File: config.mk
export PLATFORM = sky130hd
export DESIGN_NAME = infix_expression_evaluator
export DESIGN_NICKNAME = d
export VERILOG_FILES = /design/src/ief_pkg.sv /design/src/ief_div.sv /design/src/infix_expression_evaluator.sv
export SDC_FILE = /design/constraint.sdc
export NUM_CORES = 2
export LEC_CHECK = 0
export BUFFER_PORTS_ARGS = -buffer_cell sky130_fd_sc_hd__buf_2
export CORE_AREA = 2 2 430 432
export DETAILED_ROUTE_END_ITERATION = 10
export DIE_AREA = 0 0 432 434
export PLACE_DENSITY = 0.72
export SLEW_MARGIN = 10
export SYNTH_ARGS = -nofsm -noshare
export SYNTH_HDL_FRONTEND = slang
export SYNTH_SLANG_ARGS = --single-unit
File: constraint.sdc
create_clock -name clk -period 7.6 [get_ports clk]
set_input_delay 1.14 -clock clk [delete_from_list [all_inputs] [get_ports clk]]
set_output_delay 1.14 -clock clk [all_outputs]
set_load 0.02 [all_outputs]
File: src/ief_pkg.sv
// types, codes and helpers shared by the infix expression evaluator
// no dependencies
package ief_pkg;

    localparam int MAX_NEST_DEF = 16;
    localparam int WORD_W = 32;

    // additive operator codes, bits 1:0 of the pending operator field
    localparam logic [1:0] ADD_NONE  = 2'd0;
    localparam logic [1:0] ADD_PLUS  = 2'd1;
    localparam logic [1:0] ADD_MINUS = 2'd2;

    // multiplicative operator codes, bits 3:2 of the pending operator field
    localparam logic [1:0] MUL_NONE  = 2'd0;
    localparam logic [1:0] MUL_TIMES = 2'd1;
    localparam logic [1:0] MUL_DIV   = 2'd2;

    localparam logic [1:0] ST_OK      = 2'd0;
    localparam logic [1:0] ST_INVALID = 2'd1;
    localparam logic [1:0] ST_DEEP    = 2'd2;

    localparam logic [7:0] CH_LPAREN = 8'h28;
    localparam logic [7:0] CH_RPAREN = 8'h29;
    localparam logic [7:0] CH_STAR   = 8'h2A;
    localparam logic [7:0] CH_PLUS   = 8'h2B;
    localparam logic [7:0] CH_MINUS  = 8'h2D;
    localparam logic [7:0] CH_SLASH  = 8'h2F;
    localparam logic [7:0] CH_ZERO   = 8'h30;
    localparam logic [7:0] CH_NINE   = 8'h39;
    localparam logic [7:0] CH_SPACE  = 8'h20;
    localparam logic [7:0] CH_TAB    = 8'h09;

    typedef enum logic [1:0] {
        PH_OPERAND,
        PH_SIGNED,
        PH_NUMBER,
        PH_AFTER
    } phase_t;

    typedef enum logic [2:0] {
        S_IDLE,
        S_CHAR,
        S_AOP,
        S_POP,
        S_APPLY,
        S_DIV,
        S_END,
        S_FIN
    } state_t;

    typedef enum logic [1:0] {
        RET_AOP,
        RET_END,
        RET_FIN
    } ret_t;

    // one saved nesting level
    typedef struct packed {
        logic [WORD_W-1:0] sum;
        logic [WORD_W-1:0] prod;
        logic [3:0]        ops;
    } frame_t;

    function automatic logic [WORD_W-1:0] close_term(input logic [1:0] aop,
                                                     input logic [WORD_W-1:0] sum,
                                                     input logic [WORD_W-1:0] prod);
        logic [WORD_W-1:0] r;
        if (aop == ADD_PLUS)
            r = sum + prod;
        else if (aop == ADD_MINUS)
            r = sum - prod;
        else
            r = prod;
        return r;
    endfunction

endpackage

File: src/ief_div.sv
// radix-2 serial signed divider, truncates toward zero, 32 steps per quotient
// depends on ief_pkg
module ief_div
    import ief_pkg::*;
(
    input  logic              clk,
    input  logic              rst_n,
    input  logic              start,
    input  logic [WORD_W-1:0] dividend,
    input  logic [WORD_W-1:0] divisor,
    output logic              done,
    output logic [WORD_W-1:0] quotient
);

    localparam int CNT_W = $clog2(WORD_W);

    logic              run_reg;
    logic              done_reg;
    logic [CNT_W-1:0]  cnt_reg;
    logic [WORD_W-1:0] rem_reg;
    logic [WORD_W-1:0] quo_reg;
    logic [WORD_W-1:0] den_reg;
    logic              neg_reg;
    logic [WORD_W-1:0] q_reg;
    logic [WORD_W:0]   trial;
    logic [WORD_W-1:0] shifted;
    logic [WORD_W-1:0] quo_next;

    assign shifted  = {rem_reg[WORD_W-2:0], quo_reg[WORD_W-1]};
    assign trial    = {1'b0, shifted} - {1'b0, den_reg};
    assign quo_next = {quo_reg[WORD_W-2:0], ~trial[WORD_W]};

    always_ff @(posedge clk or negedge rst_n)
    begin
        if (!rst_n)
        begin
            run_reg  <= 1'b0;
            done_reg <= 1'b0;
            cnt_reg  <= '0;
        end
        else
        begin
            done_reg <= 1'b0;
            if (start)
            begin
                run_reg <= 1'b1;
                cnt_reg <= '0;
            end
            else if (run_reg)
            begin
                cnt_reg <= cnt_reg + 1'b1;
                if (cnt_reg == CNT_W'(WORD_W - 1))
                begin
                    run_reg  <= 1'b0;
                    done_reg <= 1'b1;
                end
            end
        end
    end

    always_ff @(posedge clk)
    begin
        if (start)
        begin
            rem_reg <= '0;
            quo_reg <= dividend[WORD_W-1] ? (~dividend + 1'b1) : dividend;
            den_reg <= divisor[WORD_W-1] ? (~divisor + 1'b1) : divisor;
            neg_reg <= dividend[WORD_W-1] ^ divisor[WORD_W-1];
        end
        else if (run_reg)
        begin
            rem_reg <= trial[WORD_W] ? shifted : trial[WORD_W-1:0];
            quo_reg <= quo_next;
            if (cnt_reg == CNT_W'(WORD_W - 1))
                q_reg <= neg_reg ? (~quo_next + 1'b1) : quo_next;
        end
    end

    assign done     = done_reg;
    assign quotient = q_reg;

endmodule

File: src/infix_expression_evaluator.sv
// infix integer expression evaluator, one character per item
// each accepted item passes S_CHAR and S_END; after an operand S_AOP lies between them, ending
// a number adds S_APPLY before S_AOP, ')' adds S_POP and S_APPLY after S_AOP, and a division waits in S_DIV
// the last character goes on to S_FIN to load the output register, and waits there while it is stalled
// reset clears parse state; the nesting stack memory is not cleared
// depends on ief_pkg and ief_div
module infix_expression_evaluator
    import ief_pkg::*;
#(
    parameter int MAX_NEST = MAX_NEST_DEF
)
(
    input  logic               clk,
    input  logic               rst_n,
    input  logic               in_valid,
    output logic               in_ready,
    input  logic [7:0]         char_code,
    input  logic               last_char,
    output logic               out_valid,
    input  logic               out_ready,
    output logic signed [31:0] value,
    output logic [1:0]         status
);

    localparam int DW = $clog2(MAX_NEST + 1);
    localparam int AW = (MAX_NEST > 1) ? $clog2(MAX_NEST) : 1;

    state_t            state_reg, state_next;
    ret_t              ret_reg, ret_next;
    logic [7:0]        c_reg;
    logic              last_reg;
    logic [DW-1:0]     depth_reg, depth_next;
    logic [WORD_W-1:0] sum_reg, sum_next;
    logic [WORD_W-1:0] prod_reg, prod_next;
    logic [3:0]        ops_reg, ops_next;
    logic [WORD_W-1:0] num_reg, num_next;
    logic              neg_reg, neg_next;
    phase_t            phase_reg, phase_next;
    logic [1:0]        err_reg, err_next;
    logic [WORD_W-1:0] factor_reg, factor_next;
    logic              out_valid_reg, out_valid_next;
    logic [WORD_W-1:0] value_reg, value_next;
    logic [1:0]        status_reg, status_next;

    frame_t            stack_mem [MAX_NEST];
    frame_t            rd_reg;
    logic              push_en;
    logic              pop_en;
    logic [DW-1:0]     depth_dec;

    logic              div_start;
    logic              div_done;
    logic [WORD_W-1:0] div_q;

    logic              is_blank;
    logic              is_digit;
    logic [WORD_W-1:0] digit_val;
    logic [WORD_W-1:0] num_x10;
    logic [WORD_W-1:0] signed_num;
    logic [63:0]       mul_full;
    logic [WORD_W-1:0] closed_sum;

    assign is_blank   = (c_reg == CH_SPACE) || (c_reg == CH_TAB);
    assign is_digit   = (c_reg >= CH_ZERO) && (c_reg <= CH_NINE);
    assign digit_val  = {24'd0, c_reg - CH_ZERO};
    assign num_x10    = {num_reg[WORD_W-4:0], 3'b000} + {num_reg[WORD_W-2:0], 1'b0};
    assign signed_num = neg_reg ? (~num_reg + 1'b1) : num_reg;
    assign mul_full   = prod_reg * factor_reg;
    assign closed_sum = close_term(ops_reg[1:0], sum_reg, prod_reg);
    assign depth_dec  = depth_reg - 1'b1;

    ief_div u_div (
        .clk      (clk),
        .rst_n    (rst_n),
        .start    (div_start),
        .dividend (prod_reg),
        .divisor  (factor_reg),
        .done     (div_done),
        .quotient (div_q)
    );

    always_comb
    begin
        state_next     = state_reg;
        ret_next       = ret_reg;
        depth_next     = depth_reg;
        sum_next       = sum_reg;
        prod_next      = prod_reg;
        ops_next       = ops_reg;
        num_next       = num_reg;
        neg_next       = neg_reg;
        phase_next     = phase_reg;
        err_next       = err_reg;
        factor_next    = factor_reg;
        value_next     = value_reg;
        status_next    = status_reg;
        out_valid_next = out_valid_reg && !out_ready;
        push_en        = 1'b0;
        pop_en         = 1'b0;
        div_start      = 1'b0;

        unique case (state_reg)
            S_IDLE:
            begin
                if (in_valid)
                    state_next = S_CHAR;
            end
            S_CHAR:
            begin
                state_next = S_END;
                if (err_reg == ST_OK)
                begin
                    unique case (phase_reg)
                        PH_OPERAND:
                        begin
                            if (is_blank)
                            begin
                            end
                            else if (c_reg == CH_LPAREN)
                            begin
                                if (depth_reg >= DW'(MAX_NEST))
                                    err_next = ST_DEEP;
                                else
                                begin
                                    push_en    = 1'b1;
                                    depth_next = depth_reg + 1'b1;
                                    sum_next   = '0;
                                    prod_next  = '0;
                                    ops_next   = '0;
                                end
                            end
                            else if (c_reg == CH_MINUS || c_reg == CH_PLUS)
                            begin
                                neg_next   = (c_reg == CH_MINUS);
                                phase_next = PH_SIGNED;
                            end
                            else if (is_digit)
                            begin
                                neg_next   = 1'b0;
                                num_next   = digit_val;
                                phase_next = PH_NUMBER;
                            end
                            else
                                err_next = ST_INVALID;
                        end
                        PH_SIGNED:
                        begin
                            if (is_digit)
                            begin
                                num_next   = digit_val;
                                phase_next = PH_NUMBER;
                            end
                            else if (!is_blank)
                                err_next = ST_INVALID;
                        end
                        PH_NUMBER:
                        begin
                            if (is_digit)
                                num_next = num_x10 + digit_val;
                            else
                            begin
                                factor_next = signed_num;
                                phase_next  = PH_AFTER;
                                ret_next    = RET_AOP;
                                state_next  = S_APPLY;
                            end
                        end
                        PH_AFTER:
                            state_next = S_AOP;
                    endcase
                end
            end
            S_AOP:
            begin
                state_next = S_END;
                if (err_reg == ST_OK)
                begin
                    if (is_blank)
                    begin
                    end
                    else if (c_reg == CH_STAR || c_reg == CH_SLASH)
                    begin
                        ops_next   = {(c_reg == CH_STAR) ? MUL_TIMES : MUL_DIV, ops_reg[1:0]};
                        phase_next = PH_OPERAND;
                    end
                    else if (c_reg == CH_PLUS || c_reg == CH_MINUS)
                    begin
                        sum_next   = closed_sum;
                        ops_next   = {MUL_NONE, (c_reg == CH_PLUS) ? ADD_PLUS : ADD_MINUS};
                        phase_next = PH_OPERAND;
                    end
                    else if (c_reg == CH_RPAREN)
                    begin
                        if (depth_reg == '0)
                            err_next = ST_INVALID;
                        else
                        begin
                            // inner value becomes the factor of the outer level
                            factor_next = closed_sum;
                            depth_next  = depth_dec;
                            pop_en      = 1'b1;
                            state_next  = S_POP;
                        end
                    end
                    else
                        err_next = ST_INVALID;
                end
            end
            S_POP:
            begin
                sum_next   = rd_reg.sum;
                prod_next  = rd_reg.prod;
                ops_next   = rd_reg.ops;
                phase_next = PH_AFTER;
                ret_next   = RET_END;
                state_next = S_APPLY;
            end
            S_APPLY:
            begin
                unique case (ret_reg)
                    RET_AOP: state_next = S_AOP;
                    RET_END: state_next = S_END;
                    default: state_next = S_FIN;
                endcase
                if (ops_reg[3:2] == MUL_TIMES)
                begin
                    prod_next = mul_full[WORD_W-1:0];
                    ops_next  = {MUL_NONE, ops_reg[1:0]};
                end
                else if (ops_reg[3:2] == MUL_DIV)
                begin
                    if (factor_reg == '0)
                        err_next = ST_INVALID;
                    else
                    begin
                        div_start  = 1'b1;
                        state_next = S_DIV;
                    end
                end
                else
                begin
                    prod_next = factor_reg;
                    ops_next  = {MUL_NONE, ops_reg[1:0]};
                end
            end
            S_DIV:
            begin
                if (div_done)
                begin
                    prod_next = div_q;
                    ops_next  = {MUL_NONE, ops_reg[1:0]};
                    unique case (ret_reg)
                        RET_AOP: state_next = S_AOP;
                        RET_END: state_next = S_END;
                        default: state_next = S_FIN;
                    endcase
                end
            end
            S_END:
            begin
                if (!last_reg)
                    state_next = S_IDLE;
                else if (err_reg == ST_OK && phase_reg == PH_NUMBER)
                begin
                    factor_next = signed_num;
                    phase_next  = PH_AFTER;
                    ret_next    = RET_FIN;
                    state_next  = S_APPLY;
                end
                else
                    state_next = S_FIN;
            end
            S_FIN:
            begin
                // wait until the output register is free
                if (!out_valid_reg || out_ready)
                begin
                    if (err_reg != ST_OK)
                    begin
                        value_next  = '0;
                        status_next = err_reg;
                    end
                    else if (phase_reg != PH_AFTER || depth_reg != '0)
                    begin
                        value_next  = '0;
                        status_next = ST_INVALID;
                    end
                    else
                    begin
                        value_next  = closed_sum;
                        status_next = ST_OK;
                    end
                    out_valid_next = 1'b1;
                    depth_next     = '0;
                    sum_next       = '0;
                    prod_next      = '0;
                    ops_next       = '0;
                    num_next       = '0;
                    neg_next       = 1'b0;
                    phase_next     = PH_OPERAND;
                    err_next       = ST_OK;
                    state_next     = S_IDLE;
                end
            end
            default:
                state_next = S_IDLE;
        endcase
    end

    always_ff @(posedge clk or negedge rst_n)
    begin
        if (!rst_n)
        begin
            state_reg     <= S_IDLE;
            ret_reg       <= RET_END;
            depth_reg     <= '0;
            sum_reg       <= '0;
            prod_reg      <= '0;
            ops_reg       <= '0;
            num_reg       <= '0;
            neg_reg       <= 1'b0;
            phase_reg     <= PH_OPERAND;
            err_reg       <= ST_OK;
            out_valid_reg <= 1'b0;
        end
        else
        begin
            state_reg     <= state_next;
            ret_reg       <= ret_next;
            depth_reg     <= depth_next;
            sum_reg       <= sum_next;
            prod_reg      <= prod_next;
            ops_reg       <= ops_next;
            num_reg       <= num_next;
            neg_reg       <= neg_next;
            phase_reg     <= phase_next;
            err_reg       <= err_next;
            out_valid_reg <= out_valid_next;
        end
    end

    always_ff @(posedge clk)
    begin
        if (state_reg == S_IDLE && in_valid)
        begin
            c_reg    <= char_code;
            last_reg <= last_char;
        end
        factor_reg <= factor_next;
        value_reg  <= value_next;
        status_reg <= status_next;
    end

    // nesting stack, one frame per level
    always_ff @(posedge clk)
    begin
        if (push_en)
            stack_mem[depth_reg[AW-1:0]] <= '{sum: sum_reg, prod: prod_reg, ops: ops_reg};
        if (pop_en)
            rd_reg <= stack_mem[depth_dec[AW-1:0]];
    end

    assign in_ready  = (state_reg == S_IDLE);
    assign out_valid = out_valid_reg;
    assign value     = value_reg;
    assign status    = status_reg;

    a_depth_bound: assert property (@(posedge clk) disable iff (!rst_n)
        depth_reg <= DW'(MAX_NEST))
        else $error("nesting depth above limit");

    a_pop_depth: assert property (@(posedge clk) disable iff (!rst_n)
        state_reg == S_POP |-> $past(depth_reg) == depth_reg + 1'b1)
        else $error("stack pop without depth decrement");

    a_div_nonzero: assert property (@(posedge clk) disable iff (!rst_n)
        div_start |-> factor_reg != '0)
        else $error("divider started with zero divisor");

    a_status_code: assert property (@(posedge clk) disable iff (!rst_n)
        out_valid_reg |-> (status_reg != 2'd3) && (status_reg == ST_OK || value_reg == '0))
        else $error("bad result status or nonzero value on error");

endmodule

==> flow_metrics.py <==
metrics = {
    "worst_setup_path": {
        "r2r-end": "prod_reg[28]$_DFFE_PN0P_",
        "worstPathRequired_ns": 8.27,
        "cpMostUsedCell": "fa_1",
        "arrival_ns": 8.01,
        "cp_slowest_stage_delay_ns": 0.56,
        "path_class": "flip-flop to flip-flop",
        "startpoint_type": "flip-flop",
        "slowest_stage": "fa_1",
        "crit_start": "factor_reg[2]$_DFFE_PP_",
        "path_cells": "buf_4 > and2_1 > fa_1 > inv_1 > fa_1 > fa_1 > fa_1 > inv_1 > fa_1 > fa_1 > fa_1 > fa_1 > ha_1 > nor2b_1 > o21ai_0 > nand2b_1 > a221o_1 > a221oi_1 > xor2_1 > o21ai_0 > a22o_1",
        "setup.worst_path.end_class": "flip-flop",
        "crit_path_end": "prod_reg[28]$_DFFE_PN0P_",
        "worst-r2r-cell-count": 21,
        "rrSetupSlack_ns": 0.26,
        "r2r_start": "factor_reg[2]$_DFFE_PP_",
        "crit_fanout": 24,
    },
    "floorplanning": {
        "die_w_um": 432,
        "row_count": 157,
        "chipHeight_um": 434,
        "initial_core_util": 0.450,
        "ios": 49,
        "fp.coreArea_sq_um": 182000,
        "die_area_sq_um": 187000,
    },
    "routing": {
        "drt_iter0_markers": 6487,
        "wl_um": 234000,
        "vias": 52100,
        "detail_route.vias_per_cell": 6.06,
        "first_pass_iters": 7,
        "ant_nets": 0,
        "remaining_drc_errors": 0,
        "avgRoutedWirePerCell_um": 27.2,
    },
    "cts": {
        "cts_buffers": 152,
        "cts_sinks": 1482,
        "clock_path_buffers": 3,
        "cts_max_level": 4,
        "clkLatencyLatePin_ns": 0.82,
        "cts-root-buf": "clkbuf_16",
        "clk_pin_slew_ns": 0.06,
        "cts_tree": "built",
    },
    "finish": {
        "layout.nets": 6803,
        "multiInputGateArea_sq_um": 35400,
        "area_growth_pct": 10.7,
        "largest_reg_flops": 1088,
        "register_area_sq_um": 43600,
        "fill_cells": 15100,
        "drive_gt1_frac": 0.146,
    },
    "timing": {
        "hold_viol_final": 0,
        "clock_skew_ns": 0.0638,
        "relSlewSlack": 0.0512,
        "rsz0062_at_grt": "no",
        "timing.setup.tns_ns": 0,
        "min_period_ns": 7.34,
        "slew_violations": 0,
        "setup_viol": 0,
        "timing.fmax_ghz": 0.136,
        "worst_slew_pin_slew_ns": 1.42,
        "finalCritPeriodShare": 0.965,
    },
    "synth": {
        "synth_cell_types": 91,
        "ys_seq_area_frac": 0.531,
        "syn-instance-count": 6029,
        "synth.ff_latch_count": 1482,
        "yosysWarnings": 0,
        "synth-main-ff-cell": "edfxtp_1",
        "async_flop_share": 0.0830,
        "avgSynthCellArea_sq_um": 13.6,
        "synth_edf_count": 1328,
        "synthesis.area_sq_um": 82000,
        "synth_fp_nets": 6749,
    },
    "flow_run": {
        "max_cap_viol_count": 0,
    },
    "place": {
        "gp_congestion": 0.957,
        "port_buffers": 48,
        "place.detailed.hpwl_um": 155000,
    },
    "global_route": {
        "grt_start_max_net_pins": 156,
        "first_global_vias": 52500,
        "grt.total_usage": 0.251,
        "globalRoute.totalOverflow": 0,
        "antenna_found_initial": 15,
        "grt_pass1_wl_um": 347000,
    },
    "run_status": {
        "status": "finished, final reports clean",
    },
    "min_path": {
        "holdCritPathClass": "input pin to async pin",
    },
}
[per-stage QoR]
step / hold slack, ns / cell area [sq um] / cells / setup WS [ns] / utilization
3_3_place_gp: 0.450 / 85700 / 8313 / 0.323 / 0.470
3_5_place_dp: 0.466 / 85700 / 8313 / 0.321 / 0.470
5_1_grt: 0.422 / 90900 / 8593 / 0.00120 / 0.498
4_1_cts: 0.372 / 90800 / 8592 / 0.279 / 0.498
6_report: 0.393 / 90900 / 8595 / 0.265 / 0.498
2_1_floorplan: 0.436 / 82000 / 6029 / 0.411 / -
[layout by cell type (no fill, tap or decap), types with 156 or more instances in the layout]
cell type / netlist / layout
xnor2_1: 212 / 210
fa_1: 418 / 418
clkbuf_16: 0 / 156
mux4_2: 340 / 340
o21ai_0: 309 / 307
ha_1: 289 / 288
a21oi_1: 176 / 175
edfxtp_1: 1328 / 1328
buf_4: 0 / 184
inv_1: 532 / 531
nand2_1: 530 / 529
nor2_1: 258 / 244
and2_1: 281 / 281
[logic make-up (layout without fill, tap and decap cells)]
group           after synthesis  after routing  synth area share
compound gates              981            981            0.0784
fa+ha+maj                   707            707             0.146
other cells                   0              2                 0
simple gates               1344           1344            0.0785
mux                         364            364            0.0963
buf+inv                     877           1056            0.0404
xor+xnor                    274            274            0.0292
flops                      1482           1482             0.531
[cells in the mapped netlist, types with 10 or more instances]
cell / instances / area share
fa_1: 418 / 0.10
clkbuf_1: 287 / 0.013
or2_2: 11 / 0.00084
or3_1: 18 / 0.0014
a22o_1: 22 / 0.0023
edfxtp_1: 1328 / 0.49
or4_1: 18 / 0.0016
nand4_1: 17 / 0.0013
a21oi_1: 176 / 0.011
o21a_1: 27 / 0.0025
nor2b_1: 28 / 0.0021
and2_1: 281 / 0.021
buf_2: 14 / 0.00085
o41ai_1: 23 / 0.0025
xnor2_1: 212 / 0.023
nand2_1: 530 / 0.024
inv_1: 532 / 0.024
nand3_1: 43 / 0.0026
and3_1: 17 / 0.0013
dfrtp_1: 122 / 0.037
nand2b_1: 49 / 0.0037
o22ai_1: 32 / 0.0024
a22oi_1: 26 / 0.0024
mux4_2: 340 / 0.093
o31ai_1: 66 / 0.0060
a211oi_1: 25 / 0.0023
mux2i_1: 22 / 0.0027
dfxtp_1: 31 / 0.0076
a21o_1: 54 / 0.0049
o21ai_0: 309 / 0.019
ha_1: 289 / 0.044
a31oi_1: 20 / 0.0015
buf_1: 39 / 0.0018
o21bai_1: 20 / 0.0018
a221oi_1: 21 / 0.0022
o211ai_1: 27 / 0.0025
o221ai_1: 10 / 0.0011
xor2_1: 62 / 0.0066
nor4_1: 16 / 0.0012
nor2_1: 258 / 0.012
nor3_1: 38 / 0.0023
a222oi_1: 14 / 0.0017
[per-layer routing]
layer | routed length, um | vias to the layer above | global-route usage | share of wire
li1 | - | 22000 | - | -
met1 | 91000 | 26800 | 0.347 | 0.39
met2 | 109000 | 2840 | 0.394 | 0.46
met3 | 23800 | 471 | 0.0421 | 0.10
met4 | 10200 | 8 | 0.107 | 0.044
met5 | 55 | - | 0 | 0.00024
[worst min-delay path by stage]
stage,end,cells past startpoint
3_3_place_gp,u_div.rem_reg[30]$_SDFFE_PP0P_,2
3_5_place_dp,u_div.rem_reg[30]$_SDFFE_PP0P_,2
2_1_floorplan,u_div.rem_reg[30]$_SDFFE_PP0P_,2
6_report,out_valid$_DFF_PN0_,1
5_1_grt,out_valid$_DFF_PN0_,1
4_1_cts,out_valid$_DFF_PN0_,1
[worst max-delay path, delay by kind of cell (launching register included)]
| kind | cells | cell delay (ns) |
|---|---|---|
| compound gates | 5 | 1.30 |
| xor+xnor | 1 | 0.19 |
| fa+ha+maj | 9 | 4.32 |
| buf+inv | 3 | 0.41 |
| flops | 1 | 0.54 |
| simple gates | 3 | 0.43 |
[timing repair]
action                     4_1_cts  5_1_grt
setup endpoints to repair        0        5
hold buffers                     0        0
buffers inserted                 0        1
resized for setup                0        5
[cell type report]
cell class | instances | area share
Clock inverter | 83 | 0.0108
Inverter | 536 | 0.0222
Sequential cell | 1482 | 0.480
Multi-Input combinational cell | 3670 | 0.389
Tap cell | 2385 | 0.0328
Clock buffer | 196 | 0.0452
Antenna cell | 2 | 0.0000551
Timing Repair Buffer | 241 | 0.0199
Power is left out: the tool's default activity adds up to more than one toggle a clock period on the data nets, which glitch-free logic cannot reach.
